===== config.mk =====
export PLATFORM = sky130hd
export DESIGN_NAME = planar_pose_dead_reckoning_top
export DESIGN_NICKNAME = d
export VERILOG_FILES = /design/src/ppdr_pkg.sv /design/src/ppdr_mul.sv /design/src/ppdr_cordic.sv /design/src/planar_pose_dead_reckoning_top.sv
export VERILOG_INCLUDE_DIRS = /design/src /design/src/src
export SDC_FILE = /design/constraint.sdc
export NUM_CORES = 2
export LEC_CHECK = 0
export ABC_AREA = 0
export BUFFER_PORTS_ARGS = -buffer_cell sky130_fd_sc_hd__buf_2
export CAP_MARGIN = 20
export CORE_MARGIN = 4
export CORE_UTILIZATION = 45
export DETAILED_ROUTE_END_ITERATION = 16
export GPL_TIMING_DRIVEN = 0
export PLACE_DENSITY = 0.63
export SLEW_MARGIN = 30
export SYNTH_ARGS = -nofsm -noshare
export SYNTH_HDL_FRONTEND = slang
export SYNTH_SLANG_ARGS = --single-unit

===== constraint.sdc =====
create_clock -name clk_i -period 32.3 [get_ports clk_i]
set_input_delay 1.615 -clock clk_i [delete_from_list [all_inputs] [get_ports clk_i]]
set_output_delay 1.615 -clock clk_i [all_outputs]
set_load 0.02 [all_outputs]

===== src/assert_macros.svh =====
// assertion helpers shared by the rtl files
// expects clk_i and rst_ni in the including module
`ifndef ASSERT_MACROS_SVH
`define ASSERT_MACROS_SVH

// same-cycle implication
`define ASSERT_IMPL(name, ante, cons, msg) \
  name: assert property (@(posedge clk_i) disable iff (!rst_ni) (ante) |-> (cons)) \
    else $error(msg);

// next-cycle implication
`define ASSERT_NEXT(name, ante, cons, msg) \
  name: assert property (@(posedge clk_i) disable iff (!rst_ni) (ante) |=> (cons)) \
    else $error(msg);

`endif


===== src/ppdr_pkg.sv =====
`timescale 1ns / 1ps
`default_nettype none
// ----------------------------------------------------------------------------
// ppdr_pkg
// shared constants, types and tables of the planar pose dead reckoning block
// ----------------------------------------------------------------------------
package ppdr_pkg;

  localparam int unsigned ANGLE_WIDTH = 32;
  localparam int unsigned HEAD_PAD    = 64 - ANGLE_WIDTH;
  localparam int unsigned CORD_AW     = 18;
  localparam int unsigned CORD_ITERS  = 16;
  localparam int unsigned ITER_W      = $clog2(CORD_ITERS);
  localparam int unsigned MUL_W       = 32;

  // 2^64 / (2 pi 1e9), turns per nanoradian scaled
  localparam logic [MUL_W-1:0] TURN_SCALE = 32'd2935890503;
  // 2^30 / cordic gain
  localparam logic signed [33:0] CORDIC_X0 = 34'sd652032874;

  typedef logic signed [15:0] q15_t;

  typedef struct packed {
    logic               start;
    logic [CORD_AW-1:0] angle;
  } cord_req_t;

  typedef struct packed {
    logic done;
    q15_t sine;
    q15_t cosine;
  } cord_res_t;

  // arctangent of 2^-i in units of 2^-18 turn
  function automatic logic [16:0] atan_step(input logic [ITER_W-1:0] i);
    logic [16:0] r;
    unique case (i)
      4'd0:    r = 17'd32768;
      4'd1:    r = 17'd19344;
      4'd2:    r = 17'd10221;
      4'd3:    r = 17'd5188;
      4'd4:    r = 17'd2604;
      4'd5:    r = 17'd1303;
      4'd6:    r = 17'd652;
      4'd7:    r = 17'd326;
      4'd8:    r = 17'd163;
      4'd9:    r = 17'd81;
      4'd10:   r = 17'd41;
      4'd11:   r = 17'd20;
      4'd12:   r = 17'd10;
      4'd13:   r = 17'd5;
      4'd14:   r = 17'd3;
      default: r = 17'd1;
    endcase
    return r;
  endfunction

endpackage
`default_nettype wire


===== src/ppdr_mul.sv =====
`timescale 1ns / 1ps
`default_nettype none
// ----------------------------------------------------------------------------
// ppdr_mul
// shared unsigned 32x32 multiplier with registered product
// ----------------------------------------------------------------------------
module ppdr_mul (
  input  wire logic                          clk_i,
  input  wire logic [ppdr_pkg::MUL_W-1:0]    a_i,
  input  wire logic [ppdr_pkg::MUL_W-1:0]    b_i,
  output logic      [2*ppdr_pkg::MUL_W-1:0]  prod_o
);
  import ppdr_pkg::*;

  logic [2*MUL_W-1:0] prod_d;
  logic [2*MUL_W-1:0] prod_q;

  assign prod_d = (2*MUL_W)'(a_i) * (2*MUL_W)'(b_i);

  always_ff @(posedge clk_i) begin
    prod_q <= prod_d;
  end

  assign prod_o = prod_q;

endmodule
`default_nettype wire


===== src/ppdr_cordic.sv =====
`timescale 1ns / 1ps
`default_nettype none
// ----------------------------------------------------------------------------
// ppdr_cordic
// iterative rotation-mode cordic, one micro-rotation per cycle, q1.15 out
// ----------------------------------------------------------------------------
`include "assert_macros.svh"
module ppdr_cordic (
  input  wire logic                 clk_i,
  input  wire logic                 rst_ni,
  input  ppdr_pkg::cord_req_t       req_i,
  output ppdr_pkg::cord_res_t       res_o
);
  import ppdr_pkg::*;

  localparam int unsigned XW = 34;
  localparam int unsigned ZW = 20;
  localparam int unsigned RW = XW - 14;

  localparam logic signed [ZW-1:0]   QUARTER   = 20'sd65536;
  localparam logic signed [ZW-1:0]   HALF      = 20'sd131072;
  localparam logic signed [XW:0]     Q15_HALF  = 35'sd16384;
  localparam logic signed [RW-1:0]   Q15_MAX   = 20'sd32767;
  localparam logic signed [RW-1:0]   Q15_MIN   = -20'sd32768;
  localparam logic [ITER_W-1:0]      LAST_ITER = ITER_W'(CORD_ITERS - 1);

  logic signed [XW-1:0] x_q, y_q, x_d, y_d;
  logic signed [ZW-1:0] z_q, z_d;
  logic [ITER_W-1:0]    iter_q;
  logic                 busy_q, fin_q, done_q, flip_q;
  q15_t                 sine_q, cosine_q;

  logic signed [ZW-1:0] z_in, z_red;
  logic                 flip_in;
  logic signed [XW-1:0] xs, ys, xf, yf;
  logic signed [ZW-1:0] at;

  function automatic q15_t to_q15(input logic signed [XW-1:0] v);
    logic signed [XW:0]   t;
    logic signed [RW-1:0] r;
    t = (XW+1)'(v) + Q15_HALF;
    r = RW'(t >>> 15);
    if (r > Q15_MAX) begin
      r = Q15_MAX;
    end else if (r < Q15_MIN) begin
      r = Q15_MIN;
    end
    return 16'(r);
  endfunction

  // quadrant reduction by a half turn
  always_comb begin
    z_in    = ZW'(signed'(req_i.angle));
    z_red   = z_in;
    flip_in = 1'b0;
    if (z_in > QUARTER) begin
      z_red   = z_in - HALF;
      flip_in = 1'b1;
    end else if (z_in < -QUARTER) begin
      z_red   = z_in + HALF;
      flip_in = 1'b1;
    end
  end

  // micro-rotation
  always_comb begin
    xs = x_q >>> iter_q;
    ys = y_q >>> iter_q;
    at = signed'(ZW'(atan_step(iter_q)));
    if (!z_q[ZW-1]) begin
      x_d = x_q - ys;
      y_d = y_q + xs;
      z_d = z_q - at;
    end else begin
      x_d = x_q + ys;
      y_d = y_q - xs;
      z_d = z_q + at;
    end
  end

  assign xf = flip_q ? -x_q : x_q;
  assign yf = flip_q ? -y_q : y_q;

  always_ff @(posedge clk_i or negedge rst_ni) begin
    if (!rst_ni) begin
      busy_q <= 1'b0;
      fin_q  <= 1'b0;
      done_q <= 1'b0;
      iter_q <= '0;
    end else begin
      done_q <= fin_q;
      if (req_i.start) begin
        busy_q <= 1'b1;
        fin_q  <= 1'b0;
        iter_q <= '0;
      end else if (busy_q) begin
        iter_q <= iter_q + 1'b1;
        if (iter_q == LAST_ITER) begin
          busy_q <= 1'b0;
          fin_q  <= 1'b1;
        end
      end else begin
        fin_q <= 1'b0;
      end
    end
  end

  always_ff @(posedge clk_i) begin
    if (req_i.start) begin
      x_q    <= CORDIC_X0;
      y_q    <= '0;
      z_q    <= z_red;
      flip_q <= flip_in;
    end else if (busy_q) begin
      x_q <= x_d;
      y_q <= y_d;
      z_q <= z_d;
    end
    if (fin_q) begin
      sine_q   <= to_q15(yf);
      cosine_q <= to_q15(xf);
    end
  end

  assign res_o.done   = done_q;
  assign res_o.sine   = sine_q;
  assign res_o.cosine = cosine_q;

  `ASSERT_NEXT(a_start_runs, req_i.start, busy_q && iter_q == '0 && !fin_q, "start not taken")
  `ASSERT_NEXT(a_last_iter_fin, busy_q && iter_q == LAST_ITER && !req_i.start,
               fin_q && !busy_q, "rotation did not finish after last step")
  `ASSERT_IMPL(a_fin_not_busy, fin_q, !busy_q, "finish and rotation overlap")

endmodule
`default_nettype wire


===== src/planar_pose_dead_reckoning_top.sv =====
`timescale 1ns / 1ps
`default_nettype none
// ----------------------------------------------------------------------------
// planar_pose_dead_reckoning_top
// unicycle dead reckoning: heading, saturating x/y in nm and yaw quaternion
// ----------------------------------------------------------------------------
// One transaction is taken, then in_stall_o stays high while a
// small sequencer runs it through one shared 32x32 multiplier and one
// iterative cordic: four multiplier steps for the heading increment, a
// 16-step cordic pass for the sine and cosine of the new heading, three
// multiplier steps per axis for the position, and a second 16-step cordic
// pass for the half-heading quaternion. A new transaction is only taken once
// the sequencer has loaded the last result. The result sits in an output
// register, so the next transaction is taken while a result still waits on
// out_stall_i.
`include "assert_macros.svh"
module planar_pose_dead_reckoning_top (
  input  wire logic               clk_i,
  input  wire logic               rst_ni,
  input  wire logic               in_valid_i,
  output logic                    in_stall_o,
  input  wire logic signed [15:0] linear_speed_i,
  input  wire logic signed [15:0] yaw_rate_i,
  input  wire logic        [31:0] timestamp_us_i,
  output logic                    out_valid_o,
  input  wire logic               out_stall_i,
  output logic signed      [47:0] pos_x_o,
  output logic signed      [47:0] pos_y_o,
  output logic             [15:0] heading_o,
  output logic signed      [15:0] quat_z_o,
  output logic signed      [15:0] quat_w_o
);
  import ppdr_pkg::*;

  localparam logic [3:0] S_IDLE = 4'd0;
  localparam logic [3:0] S_MW   = 4'd1;
  localparam logic [3:0] S_MLO  = 4'd2;
  localparam logic [3:0] S_MHI  = 4'd3;
  localparam logic [3:0] S_HEAD = 4'd4;
  localparam logic [3:0] S_CS1  = 4'd5;
  localparam logic [3:0] S_CW1  = 4'd6;
  localparam logic [3:0] S_PM1  = 4'd7;
  localparam logic [3:0] S_PM2  = 4'd8;
  localparam logic [3:0] S_PM3  = 4'd9;
  localparam logic [3:0] S_CS2  = 4'd10;
  localparam logic [3:0] S_CW2  = 4'd11;
  localparam logic [3:0] S_OUT  = 4'd12;

  localparam logic [47:0] POS_MAX = 48'h7FFF_FFFF_FFFF;
  localparam logic [47:0] POS_MIN = 48'h8000_0000_0000;
  localparam logic [63:0] RND_HALF = 64'd16384;

  logic [3:0] state_q, state_d;

  logic [31:0]            dt_q, last_ts_q;
  logic [15:0]            vabs_q, wabs_q, mhi_q;
  logic                   vneg_q, wneg_q, neg_q, axis_q;
  logic [63:0]            acc_q;
  logic [ANGLE_WIDTH-1:0] heading_q;
  logic [47:0]            pose_x_q, pose_y_q;

  logic                   out_valid_q;
  logic [47:0]            out_x_q, out_y_q;
  logic [15:0]            out_head_q;
  q15_t                   out_qz_q, out_qw_q;

  logic [MUL_W-1:0]       mul_a, mul_b;
  logic [2*MUL_W-1:0]     prod;
  cord_req_t              cord_req;
  cord_res_t              cord_res;

  logic [63:0]            head_ext, p64, rnd;
  logic [ANGLE_WIDTH-1:0] inc;
  q15_t                   trig;
  logic [47:0]            delta, pose_sel, pose_new;
  logic [48:0]            sum49;
  logic                   in_take, out_take, out_load;

  function automatic logic [15:0] mag16(input logic [15:0] a);
    return a[15] ? (~a + 16'd1) : a;
  endfunction

  ppdr_mul u_mul (
    .clk_i  (clk_i),
    .a_i    (mul_a),
    .b_i    (mul_b),
    .prod_o (prod)
  );

  ppdr_cordic u_cordic (
    .clk_i  (clk_i),
    .rst_ni (rst_ni),
    .req_i  (cord_req),
    .res_o  (cord_res)
  );

  assign in_stall_o = (state_q != S_IDLE);
  assign in_take    = in_valid_i && !in_stall_o;
  assign out_take   = out_valid_q && !out_stall_i;
  assign out_load   = (state_q == S_OUT) && (!out_valid_q || !out_stall_i);

  assign head_ext = {heading_q, {HEAD_PAD{1'b0}}};
  assign p64      = acc_q + {prod[31:0], 32'd0};
  assign inc      = p64[63 -: ANGLE_WIDTH];

  // position step: rounded product, signed add, clamp to 48 bits
  assign trig     = axis_q ? cord_res.sine : cord_res.cosine;
  assign rnd      = prod + RND_HALF;
  assign delta    = rnd[62:15];
  assign pose_sel = axis_q ? pose_y_q : pose_x_q;
  assign sum49    = neg_q ? ({pose_sel[47], pose_sel} - {1'b0, delta})
                          : ({pose_sel[47], pose_sel} + {1'b0, delta});
  assign pose_new = (sum49[48] != sum49[47]) ? (sum49[48] ? POS_MIN : POS_MAX)
                                             : sum49[47:0];

  always_comb begin
    mul_a          = '0;
    mul_b          = '0;
    cord_req.start = 1'b0;
    cord_req.angle = head_ext[63 -: CORD_AW];
    state_d        = state_q;
    unique case (state_q)
      S_IDLE: begin
        if (in_take) begin
          state_d = S_MW;
        end
      end
      S_MW: begin
        mul_a   = {16'd0, wabs_q};
        mul_b   = dt_q;
        state_d = S_MLO;
      end
      S_MLO: begin
        mul_a   = prod[31:0];
        mul_b   = TURN_SCALE;
        state_d = S_MHI;
      end
      S_MHI: begin
        mul_a   = {16'd0, mhi_q};
        mul_b   = TURN_SCALE;
        state_d = S_HEAD;
      end
      S_HEAD: begin
        state_d = S_CS1;
      end
      S_CS1: begin
        cord_req.start = 1'b1;
        state_d        = S_CW1;
      end
      S_CW1: begin
        if (cord_res.done) begin
          state_d = S_PM1;
        end
      end
      S_PM1: begin
        mul_a   = {16'd0, vabs_q};
        mul_b   = {16'd0, mag16(trig)};
        state_d = S_PM2;
      end
      S_PM2: begin
        mul_a   = prod[31:0];
        mul_b   = dt_q;
        state_d = S_PM3;
      end
      S_PM3: begin
        state_d = axis_q ? S_CS2 : S_PM1;
      end
      S_CS2: begin
        cord_req.start = 1'b1;
        cord_req.angle = {1'b0, head_ext[63 -: CORD_AW-1]};
        state_d        = S_CW2;
      end
      S_CW2: begin
        if (cord_res.done) begin
          state_d = S_OUT;
        end
      end
      S_OUT: begin
        if (out_load) begin
          state_d = S_IDLE;
        end
      end
      default: begin
        state_d = S_IDLE;
      end
    endcase
  end

  always_ff @(posedge clk_i or negedge rst_ni) begin
    if (!rst_ni) begin
      state_q     <= S_IDLE;
      last_ts_q   <= '0;
      heading_q   <= '0;
      pose_x_q    <= '0;
      pose_y_q    <= '0;
      axis_q      <= 1'b0;
      out_valid_q <= 1'b0;
    end else begin
      state_q <= state_d;
      if (in_take) begin
        last_ts_q <= timestamp_us_i;
      end
      if (state_q == S_HEAD) begin
        heading_q <= wneg_q ? (heading_q - inc) : (heading_q + inc);
      end
      if (state_q == S_CW1) begin
        axis_q <= 1'b0;
      end
      if (state_q == S_PM3) begin
        if (axis_q) begin
          pose_y_q <= pose_new;
        end else begin
          pose_x_q <= pose_new;
        end
        axis_q <= ~axis_q;
      end
      if (out_load) begin
        out_valid_q <= 1'b1;
      end else if (out_take) begin
        out_valid_q <= 1'b0;
      end
    end
  end

  always_ff @(posedge clk_i) begin
    if (in_take) begin
      dt_q   <= timestamp_us_i - last_ts_q;
      vabs_q <= mag16(linear_speed_i);
      wabs_q <= mag16(yaw_rate_i);
      vneg_q <= linear_speed_i[15];
      wneg_q <= yaw_rate_i[15];
    end
    if (state_q == S_MLO) begin
      mhi_q <= prod[47:32];
    end
    if (state_q == S_MHI) begin
      acc_q <= prod;
    end
    if (state_q == S_PM1) begin
      neg_q <= vneg_q ^ trig[15];
    end
    if (out_load) begin
      out_x_q    <= pose_x_q;
      out_y_q    <= pose_y_q;
      out_head_q <= head_ext[63 -: 16];
      out_qz_q   <= cord_res.sine;
      out_qw_q   <= cord_res.cosine;
    end
  end

  assign out_valid_o = out_valid_q;
  assign pos_x_o     = out_x_q;
  assign pos_y_o     = out_y_q;
  assign heading_o   = out_head_q;
  assign quat_z_o    = out_qz_q;
  assign quat_w_o    = out_qw_q;

  `ASSERT_NEXT(a_accept_starts, in_take, state_q == S_MW, "accepted transaction not started")
  `ASSERT_NEXT(a_result_held, state_q == S_OUT && out_valid_q && out_stall_i,
               state_q == S_OUT && out_valid_q, "finished result dropped while output busy")
  `ASSERT_IMPL(a_cord_done_waited, cord_res.done, state_q == S_CW1 || state_q == S_CW2,
               "cordic finished outside a wait state")

endmodule
`default_nettype wire


# --- Yosys cells after proc, flatten, opt, wreduce, memory -nomap -nowiden ---
# Memories as Yosys holds them, arrays and structs flattened.
# Cells that the tools add are included.
totals:
  memories: 1
  word_cells: 152
  romBits: 256
  reg_bits: 649
classes:
  bitwise: 5
  n_eq_ne: 19
  add_sub_neg: 23
  n_shift: 2
  n_mul: 1
  magnitude_cmp: 6
  n_reduce_logical: 19
  muxes: 43
memory_table:
  columns: ["name", "depth", "word_bits", "read_ports", "rd_ports_with_merged_regs", "wr", "line_no", "rtl"]
  rows:
  - ["(no name shown)", 16, 16, 1, 0, 0, "ppdr_pkg.sv:37", "unique case (i)"]
op_table:
  columns: ["op", "n"]
  rows:
  - ["48-bit 2-to-1 mux", 3]
  - ["34-bit 2-to-1 mux", 4]
  - ["32-bit case mux with 4 select lines", 1]
  - ["20-bit 2-to-1 mux", 5]
  - ["32-bit case mux with 3 select lines", 1]
  - ["34-bit by 16-bit adder with 35-bit output, second input constant", 2]
  - ["34-bit adder", 2]
  - ["34-bit negator", 2]
  - ["34-bit by 4-bit >>> shifter with 34-bit output", 2]
  - ["34-bit subtractor", 2]
  - ["64-bit adder", 1]
  - ["32-bit by 32-bit multiplier with 64-bit output", 1]
  - ["16-bit 2-to-1 mux", 4]
  - ["32-bit subtractor", 2]
  - ["63-bit by 15-bit adder with 63-bit output, second input constant", 1]
  - ["4-bit case mux with 13 select lines", 1]
  - ["49-bit by 48-bit adder with 49-bit output", 1]
  - ["49-bit 2-to-1 mux", 1]
  - ["49-bit by 48-bit subtractor with 49-bit output", 1]
  - ["16-bit by 1-bit adder with 16-bit output, second input constant", 3]
  - ["16-bit NOT", 3]
  - ["20-bit by 16-bit greater-than comparator with 1-bit output, second input constant", 2]
  - ["20-bit by 16-bit less-than comparator with 1-bit output, second input constant", 2]
  - ["32-bit adder", 1]
  - ["31 further kinds", 70]

# --- Logic depth before layout (Yosys ltp) ---
logic_depth:
  ltp_word: 6
  depth_mapped: 39
  depth_no_buf: 38

# --- Hierarchy ---
# A second synthesis with hierarchy kept.
unflattened:
  cells_unflattened: 8528
  area_unflattened_um2: 78257.6
by_module_without_submodules:
  columns: ["module", "cells_per_inst", "area_per_inst_um2", "n_inst"]
  rows:
  - ["ppdr_mul", 3741, 34589.4, 1]
  - ["planar_pose_dead_reckoning_top", 2726, 27017.2, 1]
  - ["ppdr_cordic", 2061, 16651.0, 1]

# --- Worst setup path before layout ---
# Ideal clock, no wire load.
synth_path:
  path_kind: "register to register"
  startpoint: "reg axis_q"
  endpoint: "reg u_mul.prod_q[57] (netlist: u_mul.prod_o[57])"
  setup_ns: 0.127
  path_slack_ns: 21.956
  path_stages_with_launch: 37
  required_time_ns: 32.173
  arrival_time_ns: 10.218
  period_less_slack_ns: 10.344
  cell_sequence: "dfrtp_1 clkbuf_1 clkbuf_1 buf_1 mux2i_1 ha_1 inv_1 o21ai_0 xor2_1 a221oi_1 clkbuf_1 nor2_1 fa_1 fa_1 fa_1 inv_1 fa_1 inv_1 fa_1 fa_1 fa_1 inv_1 fa_1 inv_1 ha_1 a21oi_1 o21ai_0 a221o_1 a21o_1 a221oi_1 o21ai_0 o21ba_2 o31ai_1 a21oi_1 a311oi_1 o21ai_0 xor2_1"
synth_via:
  elab_chain_len: 6
synth_rtl:
  columns: ["element", "line_no", "rtl"]
  rows:
  - ["from (decl)", "planar_pose_dead_reckoning_top.sv:57", "logic vneg_q, wneg_q, neg_q, axis_q;"]
  - ["from (signal assigned)", "planar_pose_dead_reckoning_top.sv:215", "axis_q <= ~axis_q;"]
  - ["16-bit 2-to-1 mux *", "planar_pose_dead_reckoning_top.sv:107", "assign trig = axis_q ? cord_res.sine : cord_res.cosine;"]
  - ["16-bit NOT", "planar_pose_dead_reckoning_top.sv:80", "return a[15] ? (~a + 16'd1) : a;"]
  - ["16-bit by 1-bit adder with 16-bit output", "planar_pose_dead_reckoning_top.sv:80", null]
  - ["16-bit 2-to-1 mux *", "planar_pose_dead_reckoning_top.sv:80", null]
  - ["32-bit case mux with 3 select lines *", "planar_pose_dead_reckoning_top.sv:122", "unique case (state_q)"]
  - ["32-bit by 32-bit multiplier with 64-bit output *", "ppdr_mul.sv:18", "assign prod_d = (2*MUL_W)'(a_i) * (2*MUL_W)'(b_i);"]
  - ["named net u_mul.prod_d[57]", "ppdr_mul.sv:15", "logic [2*MUL_W-1:0] prod_d;"]
  - ["to (signal assigned)", "ppdr_mul.sv:21", "prod_q <= prod_d;"]
  - ["to (decl)", "ppdr_mul.sv:16", "logic [2*MUL_W-1:0] prod_q;"]
# The timed path passes the listed nets; every way through them passes the cells marked *.
# A chain may end at the register's enable or synchronous reset.

# --- Final worst setup path ---
layout_path:
  startpoint: "reg axis_q"
  endpoint: "reg u_mul.prod_q[59] (netlist: u_mul.prod_o[59])"
# Same word-level chain as after synthesis.

==> results_dict.tcl <==
set metrics [dict create \
    cts_setup_buffers 0 \
    critPathLaunchType "register" \
    clock-sinks 617 \
    start_util_pct 45.36 \
    hold_depth 0 \
    regArea_um2 16340 \
    cts-root-buf "clkbuf_16" \
    fin_crit_ns 13.24 \
    ant_nets 0 \
    yosysSeqAreaShare_pct 21.50 \
    grt_usage_pct 33.20 \
    layout_commonest_cell "nand2_1" \
    maxCapViolations 0 \
    ctsHoldBuffers 0 \
    max_freq_mhz 75.55 \
    slew_headroom_pct 21.57 \
    clock_latency_ns 0.70 \
    avgSynthCellArea_um2 8.981 \
    die_x_um 419.0 \
    drive_gt1_share_pct 7.918 \
    clk_pin_slew_ns 0.06 \
    dpl.hpwl_um 241400 \
    placed_cells 10920 \
    tritoncts "yes" \
    synthFlopType "edfxtp_1" \
    antenna_found_initial 15 \
    tightest_slew_ns 1.176 \
    report.final.hold_viol_count 0 \
    setup_viol 0 \
    path_class "reg2reg" \
    numCtsBuffers 69 \
    ys_ff_latch 617 \
    fin_crit_sh_pct 40.98 \
    layout_common_cells "nand2_1 (1,229), inv_1 (1,069), fa_1 (903)" \
    first_iter_violations 6421 \
    firstDrtPassIters 8 \
    syn_to_final_growth_pct 9.071 \
    vias 64650 \
    rows 150 \
    io_buffers 213 \
    routedWlPerCell_um 26.51 \
    synth_edf_count 312 \
    worst_path_largest_cell_delay_ns 0.69 \
    worst-path-stages 35 \
    setup.worst_path.end_class "register" \
    outcome "finished, final reports clean" \
    cts_buffer_depth 3 \
    yosys_warnings 0 \
    instances_no_fill 11050 \
    critPathSlowestCell "clkbuf_1" \
    routed_via_density 5.850 \
    netlist_area_um2 76020 \
    ys_top_cells_by_area "fa_1 (24%), edfxtp_1 (12%), ha_1 (8.3%), nand2_1 (6.1%), dfrtp_1 (5.7%)" \
    wl_um 293000 \
    route.detailed.drc 0 \
    grt_pass1_wl_um 429000 \
    arrival_ns 13.82 \
    crit_buf_inv 10 \
    final_nets 10260 \
    grt_max_degree 79 \
    worstRegToRegCells 35 \
    grt_pass1_vias 64150 \
    dieArea_um2 175600 \
    grt_remaining_overflow 0 \
    multi_input_area_um2 54160 \
    path_max_fanout 10 \
    htree_levels 3 \
    cts_resized 0 \
    io_pins 214 \
    utilization_pct 49.47 \
    fillers 16150 \
    critPathTopFamily "adder cells" \
    rsz0062_at_grt "no" \
    fp.dieH_um 419.0 \
    tns_ns 0 \
    ys_async_sr_fraction_pct 28.04 \
    gp_congestion 1.040 \
    core_region_area_um2 167600 \
    synth_cells 8464 \
    cp.required_ns 32.88 \
    crit_top_cell "fa_1" \
    fin_skew_ns 0.03683 \
    slew_violations 0 \
    synth_cell_types 96 \
    hold_class "reg2reg" \
    synth_top_cell_area_share_pct 23.78 \
    yosysTopAreaCell "fa_1" \
    syn_nets 9940 \
]
## cell usage after synthesis (72+ instances only)
| cell type | count |
|---|---|
| a21o_1 | 174 |
| a21oi_1 | 414 |
| a31oi_1 | 72 |
| and2_1 | 72 |
| clkbuf_1 | 366 |
| dfrtp_1 | 173 |
| dfxtp_1 | 132 |
| edfxtp_1 | 312 |
| fa_1 | 903 |
| ha_1 | 505 |
| inv_1 | 1069 |
| mux2_2 | 90 |
| mux2i_1 | 100 |
| mux4_2 | 88 |
| nand2_1 | 1229 |
| nand3_1 | 96 |
| nor2_1 | 756 |
| nor3_1 | 81 |
| o21ai_0 | 346 |
| xnor2_1 | 369 |
| xor2_1 | 194 |
## worst reg2reg max path: cells and delay by family (launching register included)
| kind | cells | cell delay, ns |
|---|---|---|
| mux | 1 | 0.54 |
| compound gates | 12 | 3.88 |
| xor+xnor | 2 | 0.42 |
| buf+inv | 10 | 2.99 |
| fa+ha+maj | 9 | 4.57 |
| flops | 1 | 0.53 |
| simple gates | 1 | 0.19 |
## through the flow
step	setup WS [ns]	hold slack [ns]	area, um2
after floorplan	21.96	0.3855	76020
after global placement	17.38	0.4561	79840
after detailed placement	19.01	0.4508	80520
after CTS	18.96	0.4697	82870
after global routing	18.64	0.4914	82910
final	19.06	0.4696	82910
## registers in the layout (all words and copies together), names as in the netlist, 20 cells and up
register      count
acc_q            32
dt_q             32
heading_q        32
last_ts_q        32
pos_x_o          48
pos_y_o          48
pose_x_q         48
pose_y_q         48
u_cordic.x_q     34
u_cordic.y_q     34
u_cordic.z_q     20
u_mul.prod_o     64
## kinds of logic (layout without fill, tap and decap cells)
family                     Yosys count  after routing  share of synthesized area (%)
adders and majority gates         1417           1417                          32.21
DFF                                617            617                          21.50
AOI/OAI and AO/OA                 1414           1414                          11.58
xor gates and xnor gates           564            564                          6.516
and+or+nand+nor                   2666           2666                          15.44
other                                0              5                              0
buffers and inverters             1508           1885                          7.502
muxes                              278            278                          5.257
## cell type report
type	instances	area share [%]
Multi-Input combinational cell	6339	65.32
Antenna cell	5	0.01509
Timing Repair Buffer	250	1.843
Clock buffer	91	2.268
Inverter	1074	4.862
Sequential cell	617	19.71
Buffer	434	2.101
Tap cell	2204	3.326
Clock inverter	36	0.5598
## routing by layer
metal / GRT usage [%] / vias up / part of all wire (%)
li1: - / 28640 / -
met1: 45.25 / 32350 / 42
met2: 50.36 / 3077 / 43
met3: 8.317 / 565 / 10
met4: 14.04 / 10 / 5.2
met5: 0 / - / 0.024
## path summary, 6_finish.rpt
check / to / slack (ns) / from
min: pos_x_o[23]$_DFFE_PP_ / 0.47 / pose_x_q[23]$_DFFE_PN0P_
min reg2reg: pos_x_o[23]$_DFFE_PP_ / 0.47 / pose_x_q[23]$_DFFE_PN0P_
max in group asynchronous: pose_y_q[7]$_DFFE_PN0P_ / 30.68 / rst_ni
max reg2reg: u_mul.prod_o[59]$_DFF_P_ / 19.06 / axis_q$_DFFE_PN0P_
max: u_mul.prod_o[59]$_DFF_P_ / 19.06 / axis_q$_DFFE_PN0P_
min in group asynchronous: pose_x_q[39]$_DFFE_PN0P_ / 0.84 / rst_ni
Power is not shown: default switching activity piles up to over one toggle a cycle in this logic, so the estimate is an artifact.
